===== src/rtl/resp_command_parser_defines.svh =====
// Assertion macros for the request parser RTL, used by its top level.
// Expects signals named clk and rst in the scope where a macro is used.
`ifndef RESP_COMMAND_PARSER_DEFINES_SVH
`define RESP_COMMAND_PARSER_DEFINES_SVH

// Same-cycle implication, disabled while reset is high.
`define RCP_ASSERT_IMP(label, ante, cons) \
  label: assert property (@(posedge clk) disable iff (rst) (ante) |-> (cons)) \
    else $error("resp parser check failed");

// Next-cycle implication, disabled while reset is high.
`define RCP_ASSERT_NXT(label, ante, cons) \
  label: assert property (@(posedge clk) disable iff (rst) (ante) |=> (cons)) \
    else $error("resp parser check failed");

`endif


===== src/rtl/rcp_pkg.sv =====
// Types and constants for the request parser.
// Used by every module of the parser; depends on nothing else.
`default_nettype none

package rcp_pkg;

  localparam logic [7:0] CHAR_STAR   = 8'h2A;
  localparam logic [7:0] CHAR_DOLLAR = 8'h24;
  localparam logic [7:0] CHAR_CR     = 8'h0D;
  localparam logic [7:0] CHAR_LF     = 8'h0A;
  localparam logic [7:0] CHAR_NUL    = 8'h00;
  localparam logic [7:0] CHAR_ZERO   = 8'h30;
  localparam logic [7:0] CHAR_NINE   = 8'h39;

  localparam logic [12:0] ACC_MAX = 13'd8191;
  localparam logic [12:0] LEN_CAP = 13'd4096;

  localparam logic [1:0] REG_ARG_LIMIT    = 2'd0;
  localparam logic [1:0] REG_LENGTH_LIMIT = 2'd1;

  localparam logic [3:0]  ARG_LIMIT_RST    = 4'd4;
  localparam logic [12:0] LENGTH_LIMIT_RST = 13'd100;

  localparam logic [2:0] ERR_NO_STAR       = 3'd0;
  localparam logic [2:0] ERR_BAD_COUNT_END = 3'd1;
  localparam logic [2:0] ERR_TOO_MANY      = 3'd2;
  localparam logic [2:0] ERR_NO_DOLLAR     = 3'd3;
  localparam logic [2:0] ERR_BAD_LEN_END   = 3'd4;
  localparam logic [2:0] ERR_TOO_LONG      = 3'd5;
  localparam logic [2:0] ERR_NO_CRLF       = 3'd6;
  localparam logic [2:0] ERR_EARLY_END     = 3'd7;

  typedef enum logic [9:0] {
    PH_IDLE     = 10'b00_0000_0001,
    PH_COUNT    = 10'b00_0000_0010,
    PH_COUNT_LF = 10'b00_0000_0100,
    PH_DOLLAR   = 10'b00_0000_1000,
    PH_LEN      = 10'b00_0001_0000,
    PH_LEN_LF   = 10'b00_0010_0000,
    PH_PAYLOAD  = 10'b00_0100_0000,
    PH_END_CR   = 10'b00_1000_0000,
    PH_END_LF   = 10'b01_0000_0000,
    PH_DRAIN    = 10'b10_0000_0000
  } phase_t;

  typedef struct packed {
    logic [3:0]  arg_limit;
    logic [12:0] length_limit;
  } cfg_t;

  typedef struct packed {
    logic        payload_valid;
    logic [7:0]  payload_byte;
    logic [3:0]  arg_index;
    logic        arg_done;
    logic [11:0] arg_length;
    logic        command_done;
    logic [3:0]  arg_count;
    logic        parse_error;
    logic [2:0]  error_code;
  } result_t;

endpackage

`default_nettype wire


===== src/rtl/rcp_cfg_regs.sv =====
// Configuration registers of the request parser.
// Depends on rcp_pkg for register indexes and reset values.
`default_nettype none

module rcp_cfg_regs
  import rcp_pkg::*;
(
  input  wire logic        clk,
  input  wire logic        rst,
  input  wire logic        cfg_valid,
  output      logic        cfg_ready,
  input  wire logic [1:0]  cfg_index,
  input  wire logic [12:0] cfg_data,
  output      cfg_t        cfg
);

  cfg_t cfg_reg;

  assign cfg_ready = 1'b1;
  assign cfg       = cfg_reg;

  always_ff @(posedge clk) begin
    if (rst) begin
      cfg_reg.arg_limit    <= ARG_LIMIT_RST;
      cfg_reg.length_limit <= LENGTH_LIMIT_RST;
    end else if (cfg_valid) begin
      unique case (cfg_index)
        REG_ARG_LIMIT:    cfg_reg.arg_limit    <= cfg_data[3:0];
        REG_LENGTH_LIMIT: cfg_reg.length_limit <= cfg_data;
        default: ;
      endcase
    end
  end

endmodule

`default_nettype wire


===== src/rtl/rcp_parser.sv =====
// Framing state machine of the request parser: one byte per step.
// Depends on rcp_pkg for phases, characters, error codes and the result type.
`default_nettype none

module rcp_parser
  import rcp_pkg::*;
(
  input  wire logic       clk,
  input  wire logic       rst,
  input  wire logic       step,
  input  wire logic [7:0] data_byte,
  input  wire cfg_t       cfg,
  output      logic       res_valid,
  output      result_t    res
);

  phase_t      phase, phase_next;
  logic [12:0] acc, acc_next;
  logic [3:0]  expected_args, expected_args_next;
  logic [3:0]  current_arg, current_arg_next;
  logic [11:0] declared_length, declared_length_next;
  logic [11:0] bytes_remaining, bytes_remaining_next;

  logic        digit;
  logic [16:0] acc_sum;
  logic [12:0] acc_sat;
  logic [12:0] len_lim;
  logic [3:0]  arg_inc;
  logic        raise;
  logic [2:0]  code;

  // acc * 10 + digit as two shifts and two adds, then saturate.
  assign digit   = (data_byte >= CHAR_ZERO) && (data_byte <= CHAR_NINE);
  assign acc_sum = {1'b0, acc, 3'b000} + {3'b000, acc, 1'b0} + {13'd0, data_byte[3:0]};
  assign acc_sat = (acc_sum > {4'd0, ACC_MAX}) ? ACC_MAX : acc_sum[12:0];
  assign len_lim = (cfg.length_limit > LEN_CAP) ? LEN_CAP : cfg.length_limit;
  assign arg_inc = current_arg + 4'd1;

  always_comb begin
    phase_next           = phase;
    acc_next             = acc;
    expected_args_next   = expected_args;
    current_arg_next     = current_arg;
    declared_length_next = declared_length;
    bytes_remaining_next = bytes_remaining;
    res                  = '0;
    res_valid            = 1'b0;
    raise                = 1'b0;
    code                 = ERR_NO_STAR;

    if (phase != PH_IDLE && phase != PH_DRAIN && data_byte == CHAR_NUL) begin
      raise = 1'b1;
      code  = ERR_EARLY_END;
    end else begin
      unique case (phase)
        PH_DRAIN: begin
          if (data_byte == CHAR_NUL) phase_next = PH_IDLE;
        end
        PH_IDLE: begin
          if (data_byte != CHAR_STAR) begin
            raise = 1'b1;
            code  = ERR_NO_STAR;
          end else begin
            acc_next   = '0;
            phase_next = PH_COUNT;
          end
        end
        PH_COUNT: begin
          if (digit) begin
            acc_next = acc_sat;
          end else if (data_byte != CHAR_CR) begin
            raise = 1'b1;
            code  = ERR_BAD_COUNT_END;
          end else begin
            phase_next = PH_COUNT_LF;
          end
        end
        PH_COUNT_LF: begin
          if (data_byte != CHAR_LF) begin
            raise = 1'b1;
            code  = ERR_BAD_COUNT_END;
          end else if (acc > {9'd0, cfg.arg_limit}) begin
            raise = 1'b1;
            code  = ERR_TOO_MANY;
          end else begin
            expected_args_next = acc[3:0];
            current_arg_next   = '0;
            if (acc[3:0] == 4'd0) begin
              // An empty command finishes right at its header.
              res.command_done = 1'b1;
              res_valid        = 1'b1;
              phase_next       = PH_DRAIN;
            end else begin
              phase_next = PH_DOLLAR;
            end
          end
        end
        PH_DOLLAR: begin
          if (data_byte != CHAR_DOLLAR) begin
            raise = 1'b1;
            code  = ERR_NO_DOLLAR;
          end else begin
            acc_next   = '0;
            phase_next = PH_LEN;
          end
        end
        PH_LEN: begin
          if (digit) begin
            acc_next = acc_sat;
          end else if (data_byte != CHAR_CR) begin
            raise = 1'b1;
            code  = ERR_BAD_LEN_END;
          end else begin
            phase_next = PH_LEN_LF;
          end
        end
        PH_LEN_LF: begin
          if (data_byte != CHAR_LF) begin
            raise = 1'b1;
            code  = ERR_BAD_LEN_END;
          end else if (acc >= len_lim) begin
            raise = 1'b1;
            code  = ERR_TOO_LONG;
          end else begin
            declared_length_next = acc[11:0];
            bytes_remaining_next = acc[11:0];
            phase_next = (acc[11:0] == 12'd0) ? PH_END_CR : PH_PAYLOAD;
          end
        end
        PH_PAYLOAD: begin
          res.payload_valid    = 1'b1;
          res.payload_byte     = data_byte;
          res.arg_index        = current_arg;
          res_valid            = 1'b1;
          bytes_remaining_next = bytes_remaining - 12'd1;
          if (bytes_remaining == 12'd1) phase_next = PH_END_CR;
        end
        PH_END_CR: begin
          if (data_byte != CHAR_CR) begin
            raise = 1'b1;
            code  = ERR_NO_CRLF;
          end else begin
            phase_next = PH_END_LF;
          end
        end
        PH_END_LF: begin
          if (data_byte != CHAR_LF) begin
            raise = 1'b1;
            code  = ERR_NO_CRLF;
          end else begin
            res.arg_index    = current_arg;
            res.arg_done     = 1'b1;
            res.arg_length   = declared_length;
            res_valid        = 1'b1;
            current_arg_next = arg_inc;
            if (arg_inc == expected_args) begin
              res.command_done = 1'b1;
              res.arg_count    = expected_args;
              phase_next       = PH_DRAIN;
            end else begin
              phase_next = PH_DOLLAR;
            end
          end
        end
        default: phase_next = PH_IDLE;
      endcase
    end

    if (raise) begin
      res             = '0;
      res.parse_error = 1'b1;
      res.error_code  = code;
      res_valid       = 1'b1;
      phase_next      = (data_byte == CHAR_NUL) ? PH_IDLE : PH_DRAIN;
    end
  end

  always_ff @(posedge clk) begin
    if (rst) begin
      phase           <= PH_IDLE;
      acc             <= '0;
      expected_args   <= '0;
      current_arg     <= '0;
      declared_length <= '0;
      bytes_remaining <= '0;
    end else if (step) begin
      phase           <= phase_next;
      acc             <= acc_next;
      expected_args   <= expected_args_next;
      current_arg     <= current_arg_next;
      declared_length <= declared_length_next;
      bytes_remaining <= bytes_remaining_next;
    end
  end

endmodule

`default_nettype wire


===== src/rtl/rcp_out_reg.sv =====
// Result register of the request parser, holding one word for the output side.
// Depends on rcp_pkg for the result type.
`default_nettype none

module rcp_out_reg
  import rcp_pkg::*;
(
  input  wire logic    clk,
  input  wire logic    rst,
  input  wire logic    load,
  input  wire result_t load_data,
  input  wire logic    take,
  output      logic    full,
  output      result_t data
);

  always_ff @(posedge clk) begin
    if (rst) begin
      full <= 1'b0;
    end else if (load) begin
      full <= 1'b1;
    end else if (take) begin
      full <= 1'b0;
    end
  end

  always_ff @(posedge clk) begin
    if (load) begin
      data <= load_data;
    end
  end

endmodule

`default_nettype wire


===== src/rtl/resp_command_parser.sv =====
// Top level of the array-of-bulk-strings request parser.
// Depends on rcp_pkg, rcp_cfg_regs, rcp_parser, rcp_out_reg and the defines header.
//
//   Channel  Direction  Word contents
//   s_*      in         tdata[7:0] data_byte
//   m_*      out        tdata: payload byte, argument index, length, count, error code;
//                       tuser: payload_valid, arg_done, command_done, parse_error
//   cfg_*    in         cfg_index selects arg_limit (0) or length_limit (1)
//
// Each byte is held in the input register and is parsed as it leaves it,
// so the block sustains one byte per clock while the output side keeps taking words.
// A byte that yields a result loads the output register; other bytes just advance state.
// A stall on the output side holds the input register, and s_tready drops only when both
// the input register and the output register are full.
// Reset is synchronous and puts the parser in the idle phase with default limits.
`default_nettype none

`include "resp_command_parser_defines.svh"

module resp_command_parser
  import rcp_pkg::*;
(
  input  wire logic        clk,
  input  wire logic        rst,
  // Input bytes. s_tdata: [7:0] data_byte.
  input  wire logic        s_tvalid,
  output      logic        s_tready,
  input  wire logic [7:0]  s_tdata,
  // Results. m_tdata: [7:0] payload_byte, [11:8] arg_index, [23:12] arg_length,
  // [27:24] arg_count, [30:28] error_code, [31] zero.
  output      logic        m_tvalid,
  input  wire logic        m_tready,
  output      logic [31:0] m_tdata,
  // m_tuser: [0] payload_valid, [1] arg_done, [2] command_done, [3] parse_error.
  output      logic [3:0]  m_tuser,
  // Configuration writes.
  input  wire logic        cfg_valid,
  output      logic        cfg_ready,
  input  wire logic [1:0]  cfg_index,
  input  wire logic [12:0] cfg_data
);

  cfg_t    cfg;
  result_t res;
  result_t out_data;
  logic    res_valid;
  logic    in_full;
  logic    [7:0] in_byte;
  logic    advance;
  logic    out_load;

  rcp_cfg_regs u_cfg (
    .clk       (clk),
    .rst       (rst),
    .cfg_valid (cfg_valid),
    .cfg_ready (cfg_ready),
    .cfg_index (cfg_index),
    .cfg_data  (cfg_data),
    .cfg       (cfg)
  );

  // The held byte is parsed once the output register has room for its result.
  assign advance  = in_full && (!m_tvalid || m_tready);
  assign s_tready = !in_full || advance;
  assign out_load = advance && res_valid;

  always_ff @(posedge clk) begin
    if (rst) begin
      in_full <= 1'b0;
    end else if (s_tvalid && s_tready) begin
      in_full <= 1'b1;
    end else if (advance) begin
      in_full <= 1'b0;
    end
  end

  always_ff @(posedge clk) begin
    if (s_tvalid && s_tready) begin
      in_byte <= s_tdata;
    end
  end

  rcp_parser u_parser (
    .clk       (clk),
    .rst       (rst),
    .step      (advance),
    .data_byte (in_byte),
    .cfg       (cfg),
    .res_valid (res_valid),
    .res       (res)
  );

  rcp_out_reg u_out (
    .clk       (clk),
    .rst       (rst),
    .load      (out_load),
    .load_data (res),
    .take      (m_tready),
    .full      (m_tvalid),
    .data      (out_data)
  );

  assign m_tdata = {1'b0, out_data.error_code, out_data.arg_count, out_data.arg_length,
                    out_data.arg_index, out_data.payload_byte};
  assign m_tuser = {out_data.parse_error, out_data.command_done, out_data.arg_done,
                    out_data.payload_valid};

  // Every word is exactly one kind: a payload byte, an argument or command end, or an error.
  `RCP_ASSERT_IMP(a_one_kind, m_tvalid,
    $onehot({m_tuser[0], m_tuser[1] | m_tuser[2], m_tuser[3]}))
  // Closing the last argument reports the count as one past its index.
  `RCP_ASSERT_IMP(a_last_arg_count, m_tvalid && m_tuser[1] && m_tuser[2],
    m_tdata[27:24] == m_tdata[11:8] + 4'd1)
  // The error code is clear unless the word reports an error.
  `RCP_ASSERT_IMP(a_code_clear, m_tvalid && !m_tuser[3], m_tdata[30:28] == ERR_NO_STAR)
  // A taken word with nothing behind it leaves the output empty.
  `RCP_ASSERT_NXT(a_drain_out, m_tvalid && m_tready && !out_load, !m_tvalid)

endmodule

`default_nettype wire

===== config.mk =====
export PLATFORM = sky130hd
export DESIGN_NAME = resp_command_parser
export DESIGN_NICKNAME = d
export VERILOG_FILES = /design/src/rtl/rcp_pkg.sv /design/src/rtl/rcp_cfg_regs.sv /design/src/rtl/rcp_parser.sv /design/src/rtl/rcp_out_reg.sv /design/src/rtl/resp_command_parser.sv
export VERILOG_INCLUDE_DIRS = /design/src /design/src/rtl
export SDC_FILE = /design/constraint.sdc
export NUM_CORES = 1
export LEC_CHECK = 0
export BUFFER_PORTS_ARGS = -buffer_cell sky130_fd_sc_hd__buf_2
export CORE_MARGIN = 1
export CORE_UTILIZATION = 50
export DETAILED_ROUTE_END_ITERATION = 10
export GPL_ROUTABILITY_DRIVEN = 0
export GPL_TIMING_DRIVEN = 1
export PLACE_DENSITY = 0.69
export SYNTH_ARGS = -nofsm -noshare
export SYNTH_HDL_FRONTEND = slang
export SYNTH_SLANG_ARGS = --single-unit

===== constraint.sdc =====
create_clock -name clk -period 6.9 [get_ports clk]
set_clock_uncertainty 0.15 [all_clocks]
set_input_delay 0.345 -clock clk [delete_from_list [all_inputs] [get_ports clk]]
set_output_delay 0.345 -clock clk [all_outputs]
set_load 0.05 [all_outputs]

# Word-level counts from Yosys, hierarchy flattened
# Index checks and enable logic that the tools add are counted.
totals:
  in_bits: 28
  output_inout_bits: 39
  elab_cells: 187
  ff_bits: 117
classes:
  bitwise_logic: 7
  n_eq_ne: 42
  mux: 75
  magnitude_cmp: 6
  add_sub_neg: 4
  n_reduce_logical: 33
ops:
  columns: ["op", "n"]
  rows:
  - ["10-bit 2-to-1 mux", 19]
  - ["10-bit case mux with 10 select lines", 1]
  - ["13-bit 2-to-1 mux", 5]
  - ["13-bit case mux with 3 select lines", 1]
  - ["3-bit by 2-bit inequality test with 1-bit output, second input constant", 10]
  - ["3-bit 2-to-1 mux", 9]
  - ["12-bit 2-to-1 mux", 2]
  - ["12-bit case mux with 2 select lines", 1]
  - ["22-bit 2-to-1 mux", 1]
  - ["1-bit 2-to-1 mux", 21]
  - ["3-bit case mux with 7 select lines", 1]
  - ["16-bit by 14-bit adder with 17-bit output", 1]
  - ["17-bit by 4-bit adder with 17-bit output", 1]
  - ["17-bit by 13-bit > comparator with 1-bit output, second input constant", 1]
  - ["4-bit 2-to-1 mux", 4]
  - ["8-bit by 4-bit inequality test with 1-bit output, second input constant", 2]
  - ["8-bit by 6-bit inequality test with 1-bit output, second input constant", 2]
  - ["4-bit case mux with 2 select lines", 2]
  - ["16-bit AND reduction", 1]
  - ["5-bit AND reduction", 3]
  - ["2-bit inequality test, second input constant", 7]
  - ["13-bit >= comparator", 1]
  - ["13-bit > comparator, second input constant", 1]
  - ["13-bit by 4-bit > comparator with 1-bit output", 1]
  - ["45 further kinds", 69]

# Depth between registers and ports, before layout
# Gate-level depths: netlist (run 1).
depth:
  word_depth: 10
  ltp_mapped: 14
  mapped_depth_nobuf: 12

# By module
# From an unflattened synthesis (run 1), not the netlist that was laid out.
hier_totals:
  cells_unflattened: 697
  hier_area_um2: 6603.8
modules_own_cells:
  columns: ["mod", "n_inst", "cells_per_inst", "seq_area_each_um2", "area_per_inst_um2"]
  rows:
  - ["rcp_parser", 1, 566, 1101.1, 4433.0]
  - ["rcp_out_reg", 1, 39, 1071.0, 1089.8]
  - ["rcp_cfg_regs", 1, 74, 340.3, 748.2]
  - ["resp_command_parser", 1, 18, 260.2, 332.8]

# Least setup slack after synthesis (run 1)
# Ideal clock, no wire load.
synth_path:
  path_type: "register to register"
  start: "register u_parser.phase[9]"
  end: "register u_out.data[0] (netlist bit), enable pin"
  t_required_ps: 6309
  period_less_slack_ps: 4580
  stages_incl_launch_ff: 10
  arrival_ps: 3989
  path_buffers: 2
  setup_slack_ps: 2320
  setup_ps: 441
  cell_sequence: "dfxtp_1 or4_1 buf_2 nor3_1 nand2_1 or2_2 clkbuf_1 o21ai_0 nor2_1 a21oi_1"
synth_between:
  elab_chain_len: 6
  elab_cells_between_ends: 20
  cone_classes: "11 x eq/ne; 5 x mux; 4 x reduce/logical"
synth_rtl:
  columns: ["item", "line", "text"]
  rows:
  - ["start: declaration", "rcp_parser.sv:17", "phase_t phase, phase_next;"]
  - ["start signal: assignment", "rcp_parser.sv:187", "phase <= phase_next;"]
  - ["10-bit by 2-bit equality test with 1-bit output (tied with other cells)", "rcp_parser.sv:55", "unique case (phase)"]
  - ["2-bit OR reduction (no line) / 1-bit logical AND (equally long branches)", null, null]
  - ["1-bit case mux with 7 select lines / 1-bit logical AND (equally long branches)", "rcp_parser.sv:55, rcp_parser.sv:51", null]
  - ["1-bit 2-to-1 mux", "rcp_parser.sv:51", "if (phase != PH_IDLE && phase != PH_DRAIN && data_byte == CHAR_NUL) begin"]
  - ["1-bit 2-to-1 mux (*)", "rcp_parser.sv:169", "if (raise) begin"]
  - ["1-bit logical AND (*)", "resp_command_parser.sv:65", "assign out_load = advance && res_valid;"]
  - ["named net out_load", "resp_command_parser.sv:50", "logic out_load;"]
  - ["end signal: assignment", "rcp_out_reg.sv:29", "data <= load_data;"]
  - ["end: declaration", "rcp_out_reg.sv:14", "output result_t data"]
# Mark *: on every way through the listed nets, which the timed path passes. The rest lies on a longest branch.
# A chain may end at the register's enable or synchronous reset.

# Worst setup path in the final report (run 1)
layout_path:
  start: "register u_parser.phase[9]"
  end: "register u_out.data[20] (netlist bit), enable pin"
# The elaborated chain is that of the path after synthesis.

==> metrics.txt, run 1 <==
# TYPE chip_impl_metric gauge
chip_impl_info{name="result_of_the_run",value="completed"} 1
chip_impl_metric{name="mappedNetlistArea",unit="um^2"} 6360
chip_impl_info{name="ctsRootBufferMaster",value="clkbuf_16"} 1
chip_impl_metric{name="power.net_switching",unit="mW"} 0.495
chip_impl_metric{name="largest_reg_flops",unit=""} 35
chip_impl_metric{name="max-slew-margin-rel",unit="%"} 29.2
chip_impl_metric{name="post_drt_wl_per_cell",unit="um"} 15.8
chip_impl_metric{name="wl",unit="mm"} 14.6
chip_impl_info{name="ys.flop_type",value="dfxtp_1"} 1
chip_impl_info{name="cts_tree",value="done"} 1
chip_impl_metric{name="num-fill-cells",unit=""} 1082
chip_impl_metric{name="dp_hpwl",unit="mm"} 10.4
chip_impl_metric{name="track_usage",unit="%"} 23.9
chip_impl_metric{name="actual_transition_at_the_worst_max_transition_pin",unit="ns"} 1.06
chip_impl_info{name="setup.worst_path.start_class",value="register"} 1
chip_impl_metric{name="dieArea",unit="um^2"} 13200
chip_impl_metric{name="grt_first_pass_wirelength",unit="mm"} 24.1
chip_impl_metric{name="post_cts_buffers",unit=""} 0
chip_impl_metric{name="dieWidth",unit="um"} 115
chip_impl_metric{name="pwr_density_cell",unit="nW/um^2"} 241
chip_impl_metric{name="switching_share",unit="%"} 27.7
chip_impl_metric{name="synthDominantCellAreaShare",unit="%"} 23.3
chip_impl_metric{name="max-cap-violations",unit=""} 0
chip_impl_metric{name="grt_start_max_net_pins",unit=""} 58
chip_impl_metric{name="number_of_antenna_violations_at_the_first_check_in_global_routing",unit=""} 0
chip_impl_metric{name="internal_power",unit="mW"} 1.29
chip_impl_metric{name="initial_utilization",unit="%"} 52.1
chip_impl_metric{name="remaining_drc_errors",unit=""} 0
chip_impl_metric{name="final_cycle_utilization_of_the_critical_path",unit="%"} 56.7
chip_impl_metric{name="path_max_fanout",unit=""} 36
chip_impl_metric{name="r2r_setup_slack",unit="ns"} 2.99
chip_impl_info{name="grt_setup_unrepaired",value="false"} 1
chip_impl_metric{name="via_per_inst",unit=""} 5.76
chip_impl_metric{name="vias",unit=""} 5330
chip_impl_metric{name="power.combinational.fraction",unit="%"} 13.2
chip_impl_metric{name="distinct_cells_synth",unit=""} 72
chip_impl_metric{name="layout_cells_sized_above_1",unit="%"} 15.4
chip_impl_metric{name="setup_tns",unit="ns"} 0
chip_impl_metric{name="synth-edff-count",unit=""} 43
chip_impl_info{name="worst_setup_path_end_kind",value="register"} 1
chip_impl_metric{name="cts.sink_count",unit=""} 117
chip_impl_info{name="startpoint",value="u_parser.phase[9]$_SDFFE_PP0P_"} 1
chip_impl_info{name="cp_slowest_cell",value="a21oi_4"} 1
chip_impl_metric{name="power.sequential.fraction",unit="%"} 43.0
chip_impl_metric{name="core.rowCount",unit=""} 40
chip_impl_metric{name="ys_seq_area_share",unit="%"} 43.6
chip_impl_metric{name="cp_required",unit="ns"} 6.78
chip_impl_metric{name="critPathArrivalTime",unit="ns"} 3.79
chip_impl_metric{name="vdd_ir_drop_max",unit="uV"} 127
chip_impl_metric{name="grt_pass1_vias",unit=""} 4883
chip_impl_metric{name="largest_stage_delay_worst_path",unit="ns"} 0.85
chip_impl_metric{name="synth_area_per_cell",unit="um^2"} 9.36
chip_impl_metric{name="port_buffers",unit=""} 64
chip_impl_metric{name="antenna-diode-count",unit=""} 0
chip_impl_metric{name="die_h",unit="um"} 115
chip_impl_info{name="holdCritPathClass",value="in2reg"} 1
chip_impl_metric{name="area.growth.synth_to_final",unit="%"} 16.7
chip_impl_metric{name="timing.fmax",unit="GHz"} 0.256
chip_impl_metric{name="ys_async_sr_fraction",unit="%"} 0
chip_impl_metric{name="drt.antenna.violating_nets",unit=""} 0
chip_impl_metric{name="drt_pass1_iterations",unit=""} 6
chip_impl_metric{name="first_iter_violations",unit=""} 498
chip_impl_metric{name="syn_inst",unit=""} 680
chip_impl_metric{name="number_of_nets_in_the_final_layout",unit=""} 820
chip_impl_metric{name="core-area",unit="um^2"} 12200
chip_impl_metric{name="clk_transition_reported_paths",unit="ns"} 0.05
chip_impl_metric{name="totalPowerFinal",unit="mW"} 1.79
chip_impl_metric{name="timing_hold_violations_final",unit=""} 0
chip_impl_metric{name="static-leakage-power",unit="nW"} 3.17
chip_impl_info{name="crit_chain",value="or4_1 -> nor3_1 -> nand2_1 -> or2_2 -> o21ai_0 -> nor2_1 -> a21oi_4"} 1
chip_impl_info{name="hold_path.startpoint",value="cfg_data[10]"} 1
chip_impl_metric{name="numCtsBuffers",unit=""} 17
chip_impl_metric{name="cts-htree-levels",unit=""} 4
chip_impl_metric{name="grt-ovfl-total",unit=""} 0
chip_impl_metric{name="setup-violations-final",unit=""} 0
chip_impl_metric{name="synth.ff_latch_count",unit=""} 117
chip_impl_info{name="synth.largest_area_cell",value="dfxtp_1"} 1
chip_impl_info{name="r2r-start",value="u_parser.phase[9]$_SDFFE_PP0P_"} 1
chip_impl_metric{name="p_clk_share",unit="%"} 43.8
chip_impl_info{name="timing.setup.critical_path_class",value="reg2reg"} 1
chip_impl_metric{name="clkLatencyLatePin",unit="ns"} 0.41
chip_impl_metric{name="postSynthNetCount",unit=""} 755
chip_impl_metric{name="slew_violations",unit=""} 0
chip_impl_metric{name="buffers_from_clock_root_to_sink_at_most",unit=""} 2
chip_impl_metric{name="design.portCount",unit=""} 67
chip_impl_info{name="synthTopCellsByArea",value="dfxtp_1 23%, edfxtp_1 20%, ha_1 8.8%, nor2_1 4.4%, nand2_1 4.0%"} 1
chip_impl_metric{name="period_minus_slack",unit="ns"} 3.91
chip_impl_metric{name="total_number_of_yosys_warnings",unit=""} 0
==> stage by stage <==
step	worst slack [ns]	util, %	area, um^2	hold WS (ns)	instances
global route	2.71	60.8	7420	0.0138	926
global placement	3.17	55.6	6780	0.296	884
CTS	2.97	60.8	7420	0.00584	926
detailed placement	2.97	55.6	6780	0.300	884
floorplan	2.32	-	6360	0.282	680
finish	2.99	60.8	7420	0.0200	926
==> critical path: cells and delay by family (launching register included) <==
family	cells	cell delay, ns
and+or+nand+nor	5	1.74
AOI/OAI and AO/OA	2	1.25
DFF	1	0.37
==> power groups by stage <==
stage	registers (mW)	clock network [mW]	logic (mW)
2_1_floorplan	0.810	0	0.140
3_3_place_gp	0.783	0	0.222
3_5_place_dp	0.784	0	0.228
4_1_cts	0.769	0.795	0.234
5_1_grt	0.773	0.833	0.260
6_report	0.770	0.784	0.235
==> cell usage after synthesis (all sizes together) (4+ instances only) <==
| library cell | instances |
|---|---|
| clkbuf | 15 |
| nand2 | 68 |
| dfxtp | 74 |
| or3 | 4 |
| nand3 | 16 |
| or4 | 8 |
| a311oi | 7 |
| and3 | 19 |
| o21bai | 4 |
| a211oi | 12 |
| nand3b | 5 |
| o21ai | 30 |
| nor4 | 19 |
| a31o | 5 |
| o211ai | 8 |
| and2 | 17 |
| or2 | 4 |
| a21oi | 44 |
| ha | 45 |
| edfxtp | 43 |
| xnor2 | 10 |
| a22oi | 4 |
| xor2 | 8 |
| nand2b | 10 |
| nor2b | 8 |
| inv | 20 |
| nor3 | 10 |
| buf | 15 |
| nor2 | 75 |
| mux2i | 16 |
| a21o | 7 |
| nand4 | 6 |
==> final cells by class <==
class,instances,area [um^2],share of cell area [%]
well taps,168,210,2.83
repair buffers,76,435,5.86
inverters,20,77.6,1.04
clock buffers,20,457,6.15
multi-input cells,513,3390,45.6
clock inverters,12,83.8,1.13
flip-flops and latches,117,2770,37.3
==> timing repair <==
item / CTS / global route
hold buffers: 10 / 0
endpoints found under the hold margin: 10 / 0
resized for setup: 0 / 0
==> layout by cell type, fill, tap and decap left out, types with 8 or more instances in the layout <==
master / instances
nor2_1: 75
dfxtp_1: 74
nand2_1: 67
buf_2: 64
ha_1: 45
a21oi_1: 43
edfxtp_1: 43
o21ai_0: 29
inv_1: 19
and3_1: 19
clkbuf_16: 17
nor4_1: 16
nand3_1: 16
mux2i_1: 16
and2_1: 15
a211oi_1: 12
nor3_1: 10
nand2b_1: 10
xnor2_1: 10
dlygate4sd3_1: 10
or4_1: 8
nor2b_1: 8
o211ai_1: 8
xor2_1: 8
==> cells by family (layout without fill, tap and decap cells) <==
| kind of cell | count (synthesis) | after routing | share of synthesized area [%] |
|---|---|---|---|
| buf+inv | 50 | 128 | 3.38 |
| xor+xnor | 18 | 18 | 2.48 |
| fa+ha+maj | 47 | 47 | 9.48 |
| compound gates | 147 | 147 | 15.1 |
| mux | 16 | 16 | 2.52 |
| simple gates | 283 | 283 | 23.4 |
| flops | 117 | 117 | 43.6 |
| other cells | 2 | 2 | 0.118 |
==> final timing paths <==
path	to	cells past startpoint
max reg2reg	u_out.data[20]$_SDFFCE_PP0P_	7
max	u_out.data[20]$_SDFFCE_PP0P_	7
min	u_cfg.cfg[10]$_SDFFE_PP0P_	3
min reg2reg	u_cfg.cfg[10]$_SDFFE_PP0P_	2
==> routing by layer <==
metal / vias up / GRT usage [%] / share of wire, % / wire [um]
li1: 2627 / - / - / -
met1: 2483 / 31.5 / 45 / 6530
met2: 195 / 38.8 / 47 / 6920
met3: 25 / 5.06 / 6.0 / 883
met4: 0 / 8.74 / 2.0 / 297
met5: - / 0 / 0 / 0
No activity file was read; power rests on OpenSTA's default activity.
==> run 2: changes to the inputs <==
Clock period 6.9 ns to 3.75 ns, I/O delays scaled along.
==> run 2 against run 1 <==
Net effect:
- sequential cell count unchanged
- clock-buffer cell count increased by 1
- total power increased by 89%
- via count increased by 4.4%
- final area increased by 5.9%
- hold slack improved by 0.019 ns
- worst setup slack got worse by 2.7 ns
- combinational power increased by 110%
- first-iteration DRC count decreased by 23%
- critical endpoint is now u_parser.phase[6]$_SDFFE_PP0P_
==> metrics.txt, run 2 (same netlist as run 1, synthesis figures left out) <==
# TYPE chip_impl_metric gauge
chip_impl_metric{name="drt.antenna.violating_nets",unit=""} 0
chip_impl_metric{name="number_of_nets_in_the_final_layout",unit=""} 865
chip_impl_metric{name="ff_latch_area",unit="um^2"} 2770
chip_impl_metric{name="number_of_antenna_violations_at_the_first_check_in_global_routing",unit=""} 0
chip_impl_metric{name="grt-ovfl-total",unit=""} 0
chip_impl_metric{name="max-cap-violations",unit=""} 0
chip_impl_info{name="ctsRootBufferMaster",value="clkbuf_16"} 1
chip_impl_metric{name="num-fill-cells",unit=""} 1011
chip_impl_metric{name="setup_tns",unit="ns"} 0
chip_impl_metric{name="clkLatencyLatePin",unit="ns"} 0.42
chip_impl_metric{name="layout_cells_sized_above_1",unit="%"} 17.2
chip_impl_metric{name="dp_hpwl",unit="mm"} 10.9
chip_impl_info{name="most_common_cell_after_layout_fill_and_taps_aside",value="nor2_1"} 1
chip_impl_metric{name="numCtsBuffers",unit=""} 17
chip_impl_metric{name="actual_transition_at_the_worst_max_transition_pin",unit="ns"} 0.765
chip_impl_info{name="startpoint",value="u_cfg.cfg[12]$_SDFFE_PP0P_"} 1
chip_impl_metric{name="drt_pass1_iterations",unit=""} 7
chip_impl_metric{name="grt_first_pass_wirelength",unit="mm"} 24.7
chip_impl_metric{name="period_minus_slack",unit="ns"} 3.47
chip_impl_info{name="timing.setup.critical_path_class",value="reg2reg"} 1
chip_impl_metric{name="buffers_from_clock_root_to_sink_at_most",unit=""} 2
chip_impl_metric{name="setup-violations-final",unit=""} 0
chip_impl_metric{name="vdd_ir_drop_max",unit="uV"} 311
chip_impl_metric{name="die_h",unit="um"} 115
chip_impl_metric{name="cp_required",unit="ns"} 3.94
chip_impl_info{name="most-common-layout-cells",value="75 x nor2_1, 74 x dfxtp_1, 67 x nand2_1, 64 x buf_2, 45 x ha_1"} 1
chip_impl_metric{name="switching_share",unit="%"} 26.5
chip_impl_metric{name="grt_start_max_net_pins",unit=""} 44
chip_impl_info{name="crit-reg2reg-capture",value="u_parser.phase[6]$_SDFFE_PP0P_"} 1
chip_impl_info{name="result_of_the_run",value="completed"} 1
chip_impl_metric{name="critPathArrivalTime",unit="ns"} 3.66
chip_impl_metric{name="remaining_drc_errors",unit=""} 0
chip_impl_metric{name="initial_utilization",unit="%"} 52.1
chip_impl_metric{name="core.rowCount",unit=""} 40
chip_impl_metric{name="design.portCount",unit=""} 67
chip_impl_metric{name="post_drt_wl_per_cell",unit="um"} 15.8
chip_impl_metric{name="power.sequential.fraction",unit="%"} 41.4
chip_impl_metric{name="max-slew-margin-rel",unit="%"} 48.9
chip_impl_metric{name="p_clk_share",unit="%"} 44.2
chip_impl_metric{name="pwr_density_cell",unit="nW/um^2"} 431
chip_impl_metric{name="wl",unit="mm"} 15.3
chip_impl_info{name="grt_setup_unrepaired",value="false"} 1
chip_impl_metric{name="internal_power",unit="mW"} 2.49
chip_impl_metric{name="largest_reg_flops",unit=""} 35
chip_impl_metric{name="power.combinational.fraction",unit="%"} 14.4
chip_impl_metric{name="vias",unit=""} 5562
chip_impl_metric{name="power.net_switching",unit="mW"} 0.897
chip_impl_metric{name="dpl_cell_area",unit="um^2"} 6950
chip_impl_info{name="cts_tree",value="done"} 1
chip_impl_metric{name="area.growth.synth_to_final",unit="%"} 23.6
chip_impl_metric{name="r2r_setup_slack",unit="ns"} 0.28
chip_impl_metric{name="path_max_fanout",unit=""} 12
chip_impl_metric{name="final_cycle_utilization_of_the_critical_path",unit="%"} 92.5
chip_impl_metric{name="timing.fmax",unit="GHz"} 0.288
chip_impl_metric{name="cts.sink_count",unit=""} 117
chip_impl_metric{name="stdcell_count",unit=""} 970
chip_impl_metric{name="clk_transition_reported_paths",unit="ns"} 0.05
chip_impl_metric{name="timing.reg2reg.worst_path_depth",unit=""} 11
chip_impl_metric{name="track_usage",unit="%"} 24.5
chip_impl_metric{name="via_per_inst",unit=""} 5.73
chip_impl_metric{name="hold-path-cell-count",unit=""} 3
chip_impl_metric{name="core-area",unit="um^2"} 12200
chip_impl_metric{name="slew_violations",unit=""} 0
chip_impl_metric{name="grt_pass1_vias",unit=""} 5221
chip_impl_metric{name="cts-htree-levels",unit=""} 4
chip_impl_metric{name="multi_input_area",unit="um^2"} 3400
chip_impl_metric{name="static-leakage-power",unit="nW"} 3.42
chip_impl_metric{name="timing_hold_violations_final",unit=""} 0
chip_impl_info{name="setup.worst_path.start_class",value="register"} 1
chip_impl_metric{name="placed_insts",unit=""} 904
chip_impl_metric{name="post_cts_buffers",unit=""} 0
chip_impl_metric{name="fin_area",unit="um^2"} 7860
chip_impl_metric{name="antenna-diode-count",unit=""} 0
chip_impl_info{name="holdCritPathClass",value="in2reg"} 1
chip_impl_metric{name="dieArea",unit="um^2"} 13200
chip_impl_info{name="crit_path_end",value="u_parser.phase[6]$_SDFFE_PP0P_"} 1
chip_impl_info{name="r2r-start",value="u_cfg.cfg[12]$_SDFFE_PP0P_"} 1
chip_impl_metric{name="port_buffers",unit=""} 64
chip_impl_metric{name="first_iter_violations",unit=""} 381
chip_impl_metric{name="dieWidth",unit="um"} 115
chip_impl_info{name="worst_setup_path_end_kind",value="register"} 1
==> run 2: power by group through the flow <==
stage	Sequential (mW)	Clock [mW]	Combinational, mW
final	1.40	1.50	0.488
after global routing	1.41	1.57	0.533
after CTS	1.40	1.52	0.477
after detailed placement	1.43	0	0.451
after global placement	1.43	0	0.436
after floorplan	1.49	0	0.260
==> run 2: what timing repair did <==
action,CTS,global route
hold endpoints to repair,27,0
gates resized for setup,0,3
endpoints found under the setup margin,0,3
hold buffers,35,0
==> run 2: layout make-up <==
cell class / instances / area share, %
inverter: 20 / 1.03
timing repair buffer: 121 / 10.8
tap: 168 / 2.67
clock buffer: 21 / 5.98
multi-input combinational: 513 / 43.2
clock inverter: 10 / 1.03
sequential: 117 / 35.3
==> run 2: per-layer routing <==
metal	vias up	track usage (%)	share of wire, %
li1	2714	-	-
met1	2586	30.4	44
met2	226	40.1	47
met3	36	6.64	6.2
met4	0	11.2	2.5
met5	-	0	0
==> run 2: how the worst min path moves through the flow <==
stage | startpoint | to | slack, ns
after floorplan | s_tdata[0] | in_byte[0]$_DFFE_PP_ | 0.14
after global placement | s_tdata[5] | in_byte[5]$_DFFE_PP_ | 0.21
after detailed placement | s_tdata[6] | in_byte[6]$_DFFE_PP_ | 0.22
after CTS | cfg_index[1] | u_cfg.cfg[15]$_SDFFE_PP1P_ | 0.02
after global routing | cfg_index[1] | u_cfg.cfg[15]$_SDFFE_PP1P_ | 0.1
final | cfg_index[0] | u_cfg.cfg[15]$_SDFFE_PP1P_ | 0.04
==> run 2: worst max-delay path, stage by stage, from the launching register on <==
cell,delay (ns)
dfxtp_1,0.38
clkinvlp_4,0.22
nand2_1,0.11
ha_1,0.25
a41o_1,0.24
a21oi_1,0.17
a2bb2oi_2,0.21
a21boi_0,0.15
or4_1,0.50
a31o_1,0.35
or4b_1,0.51
a21oi_1,0.14
==> run 2: through the flow <==
stage | utilization (%) | hold WS (ns) | worst slack (ns) | power, mW
final | 64.4 | 0.0389 | 0.283 | 3.39
after global routing | 64.4 | 0.0983 | 0.0409 | 3.51
after CTS | 64.3 | 0.0162 | 0.188 | 3.40
after detailed placement | 56.9 | 0.216 | 0.208 | 1.88
after global placement | 56.9 | 0.214 | 0.355 | 1.86
after floorplan | - | 0.136 | 0.300 | 1.75
==> run 3: changes to the inputs <==
Clock period 3.75 ns to 4.13 ns, I/O delays scaled along.
==> run 3 against run 2 <==
Net effect:
- die area unchanged
- worst setup slack improved by 0.11 ns
- combinational power decreased by 17%
==> metrics.txt, run 3 (same netlist as run 1, synthesis figures left out) <==
# TYPE chip_impl_metric gauge
chip_impl_info{name="result_of_the_run",value="completed"} 1
chip_impl_metric{name="dieWidth",unit="um"} 115
chip_impl_metric{name="period_minus_slack",unit="ns"} 3.74
chip_impl_info{name="cts_tree",value="done"} 1
chip_impl_metric{name="die_h",unit="um"} 115
chip_impl_metric{name="worstPathBufferInverterCount",unit=""} 1
chip_impl_metric{name="totalPowerFinal",unit="mW"} 3.15
chip_impl_metric{name="grt_pass1_vias",unit=""} 5162
chip_impl_metric{name="power.combinational.fraction",unit="%"} 12.9
chip_impl_metric{name="final_cycle_utilization_of_the_critical_path",unit="%"} 90.6
chip_impl_metric{name="dieArea",unit="um^2"} 13200
chip_impl_info{name="crit_chain",value="inv_1 -> nand2_1 -> ha_1 -> a41o_1 -> a21oi_1 -> a2bb2oi_1 -> a21boi_0 -> or4_1 -> a31o_1 -> or4b_1 -> a21oi_1"} 1
chip_impl_metric{name="static-leakage-power",unit="nW"} 3.29
chip_impl_metric{name="vdd_ir_drop_max",unit="uV"} 224
chip_impl_info{name="most_common_cell_after_layout_fill_and_taps_aside",value="nor2_1"} 1
chip_impl_metric{name="timing.fmax",unit="GHz"} 0.267
chip_impl_info{name="cp_slowest_cell",value="or4b_1"} 1
chip_impl_metric{name="power.net_switching",unit="mW"} 0.827
chip_impl_metric{name="remaining_drc_errors",unit=""} 0
chip_impl_info{name="timing.critical_path.max_delay_family",value="compound AO/OA/AOI/OAI gates"} 1
chip_impl_metric{name="grt-ovfl-total",unit=""} 0
chip_impl_info{name="crit-reg2reg-capture",value="u_parser.phase[6]$_SDFFE_PP0P_"} 1
chip_impl_metric{name="critPathArrivalTime",unit="ns"} 3.94
chip_impl_metric{name="initial_utilization",unit="%"} 52.1
chip_impl_metric{name="actual_transition_at_the_worst_max_transition_pin",unit="ns"} 0.813
chip_impl_metric{name="pwr_density_cell",unit="nW/um^2"} 411
chip_impl_metric{name="switching_share",unit="%"} 26.3
chip_impl_metric{name="cts.sink_count",unit=""} 117
chip_impl_metric{name="wl",unit="mm"} 15.1
chip_impl_metric{name="via_per_inst",unit=""} 5.72
chip_impl_metric{name="setup-violations-final",unit=""} 0
chip_impl_info{name="worstHoldEndpoint",value="u_cfg.cfg[15]$_SDFFE_PP1P_"} 1
chip_impl_metric{name="track_usage",unit="%"} 23.8
chip_impl_metric{name="grt_start_max_net_pins",unit=""} 57
chip_impl_info{name="worst_setup_path_end_kind",value="register"} 1
chip_impl_metric{name="timing.reg2reg.worst_path_depth",unit=""} 11
chip_impl_metric{name="setup_tns",unit="ns"} 0
chip_impl_metric{name="stdcell_count",unit=""} 946
chip_impl_metric{name="numCtsBuffers",unit=""} 17
chip_impl_metric{name="area.growth.synth_to_final",unit="%"} 20.3
chip_impl_info{name="holdCritPathClass",value="in2reg"} 1
chip_impl_metric{name="placed_insts",unit=""} 891
chip_impl_info{name="most-common-layout-cells",value="75 x nor2_1, 74 x dfxtp_1, 67 x nand2_1, 64 x buf_2, 45 x ha_1"} 1
chip_impl_metric{name="core.rowCount",unit=""} 40
chip_impl_metric{name="core-area",unit="um^2"} 12200
chip_impl_metric{name="route.layer.met1.wl",unit="mm"} 6.93
chip_impl_metric{name="power.sequential.fraction",unit="%"} 40.7
chip_impl_metric{name="first_iter_violations",unit=""} 460
chip_impl_info{name="ctsRootBufferMaster",value="clkbuf_16"} 1
chip_impl_metric{name="clkLatencyLatePin",unit="ns"} 0.42
chip_impl_metric{name="number_of_nets_in_the_final_layout",unit=""} 840
chip_impl_metric{name="post_cts_resize_count",unit=""} 0
chip_impl_metric{name="hold-path-cell-count",unit=""} 3
chip_impl_metric{name="cp_num_cells",unit=""} 11
chip_impl_info{name="hold_path.startpoint",value="cfg_index[1]"} 1
chip_impl_info{name="critical-path-top-cell-by-count",value="a21oi_1"} 1
chip_impl_metric{name="path_max_fanout",unit=""} 20
chip_impl_metric{name="max-cap-violations",unit=""} 0
chip_impl_metric{name="layout_cells_sized_above_1",unit="%"} 15.7
chip_impl_metric{name="largest_reg_flops",unit=""} 35
chip_impl_metric{name="number_of_antenna_violations_at_the_first_check_in_global_routing",unit=""} 0
chip_impl_metric{name="drt_pass1_iterations",unit=""} 5
chip_impl_info{name="r2r-start",value="u_cfg.cfg[12]$_SDFFE_PP0P_"} 1
chip_impl_metric{name="clk_transition_reported_paths",unit="ns"} 0.05
chip_impl_info{name="timing.setup.critical_path_class",value="reg2reg"} 1
chip_impl_metric{name="drt.antenna.violating_nets",unit=""} 0
chip_impl_metric{name="r2r_setup_slack",unit="ns"} 0.39
chip_impl_metric{name="port_buffers",unit=""} 64
chip_impl_metric{name="wl_met2",unit="mm"} 7.01
chip_impl_metric{name="antenna-diode-count",unit=""} 0
chip_impl_metric{name="vias",unit=""} 5408
chip_impl_metric{name="grt_first_pass_wirelength",unit="mm"} 24.1
chip_impl_info{name="setup.worst_path.start_class",value="register"} 1
chip_impl_metric{name="cts-htree-levels",unit=""} 4
chip_impl_metric{name="met3_length",unit="um"} 854
chip_impl_metric{name="timing_hold_violations_final",unit=""} 0
chip_impl_metric{name="p_clk_share",unit="%"} 46.4
chip_impl_info{name="grt_setup_unrepaired",value="false"} 1
chip_impl_metric{name="largest_stage_delay_worst_path",unit="ns"} 0.55
chip_impl_metric{name="cp_required",unit="ns"} 4.33
chip_impl_metric{name="dp_hpwl",unit="mm"} 10.9
chip_impl_metric{name="design.portCount",unit=""} 67
chip_impl_info{name="topRoutingLayerUsed",value="met4"} 1
chip_impl_metric{name="slew_violations",unit=""} 0
chip_impl_metric{name="post_drt_wl_per_cell",unit="um"} 15.9
chip_impl_metric{name="max-slew-margin-rel",unit="%"} 45.3
chip_impl_metric{name="buffers_from_clock_root_to_sink_at_most",unit=""} 2
chip_impl_metric{name="internal_power",unit="mW"} 2.32
==> run 3: cell count changes in the layout (fill, tap and decap cells not counted), sizes merged <==
cell         change
clkinvlp         -1
inv              +2
clkbuf           -2
dlygate4sd3     -12
bufinv           +2
buf             -13
==> run 3: area by class of cell <==
cell class / instances / area, um^2
fill: 1026 / 4550
clock buffer: 19 / 433
clock inverter: 13 / 158
tap: 168 / 210
multi-input combinational: 513 / 3390
sequential: 117 / 2770
inverter: 20 / 77.6
timing repair buffer: 96 / 618
==> run 3: how the worst max path moves through the flow <==
stage	startpoint	end	slack, ns
floorplan	u_parser.phase[9]$_SDFFE_PP0P_	u_out.data[0]$_SDFFCE_PP0P_	0.33
global placement	u_cfg.cfg[12]$_SDFFE_PP0P_	u_parser.phase[6]$_SDFFE_PP0P_	0.60
detailed placement	u_cfg.cfg[12]$_SDFFE_PP0P_	u_parser.phase[6]$_SDFFE_PP0P_	0.45
CTS	u_cfg.cfg[12]$_SDFFE_PP0P_	u_parser.phase[6]$_SDFFE_PP0P_	0.43
global route	u_cfg.cfg[12]$_SDFFE_PP0P_	u_parser.phase[6]$_SDFFE_PP0P_	0.18
finish	u_cfg.cfg[12]$_SDFFE_PP0P_	u_parser.phase[6]$_SDFFE_PP0P_	0.39
==> run 3: layer usage <==
layer	GRT usage (%)	vias to the layer above
met5	0	-
met4	8.66	0
met3	6.38	30
met2	38.5	195
met1	30.6	2514
li1	-	2669
==> run 3: stage by stage <==
step	worst slack [ns]	utilization [%]	area, um^2	hold WS [ns]
after floorplan	0.333	-	6370	0.155
after global placement	0.596	56.0	6840	0.233
after detailed placement	0.451	56.0	6840	0.235
after CTS	0.433	62.7	7660	0.0433
after global routing	0.181	62.7	7660	0.0839
final	0.389	62.7	7660	0.0531
==> run 3: power groups by stage <==
| stage | sequential (mW) | clock, mW | combinational (mW) |
|---|---|---|---|
| 2_1_floorplan | 1.35 | 0 | 0.235 |
| 3_3_place_gp | 1.30 | 0 | 0.377 |
| 3_5_place_dp | 1.30 | 0 | 0.386 |
| 4_1_cts | 1.28 | 1.48 | 0.405 |
| 5_1_grt | 1.29 | 1.54 | 0.446 |
| 6_report | 1.28 | 1.46 | 0.407 |
==> run 3: tightest hold or removal path, stage by stage <==
cell and delay [ns]:
buf_2 0.10, nor3b_1 0.11, o211ai_1 0.17
==> run 3: what timing repair did <==
action,4_1_cts,5_1_grt
hold endpoints to repair,27,0
setup buffers,0,0
hold buffers,23,0
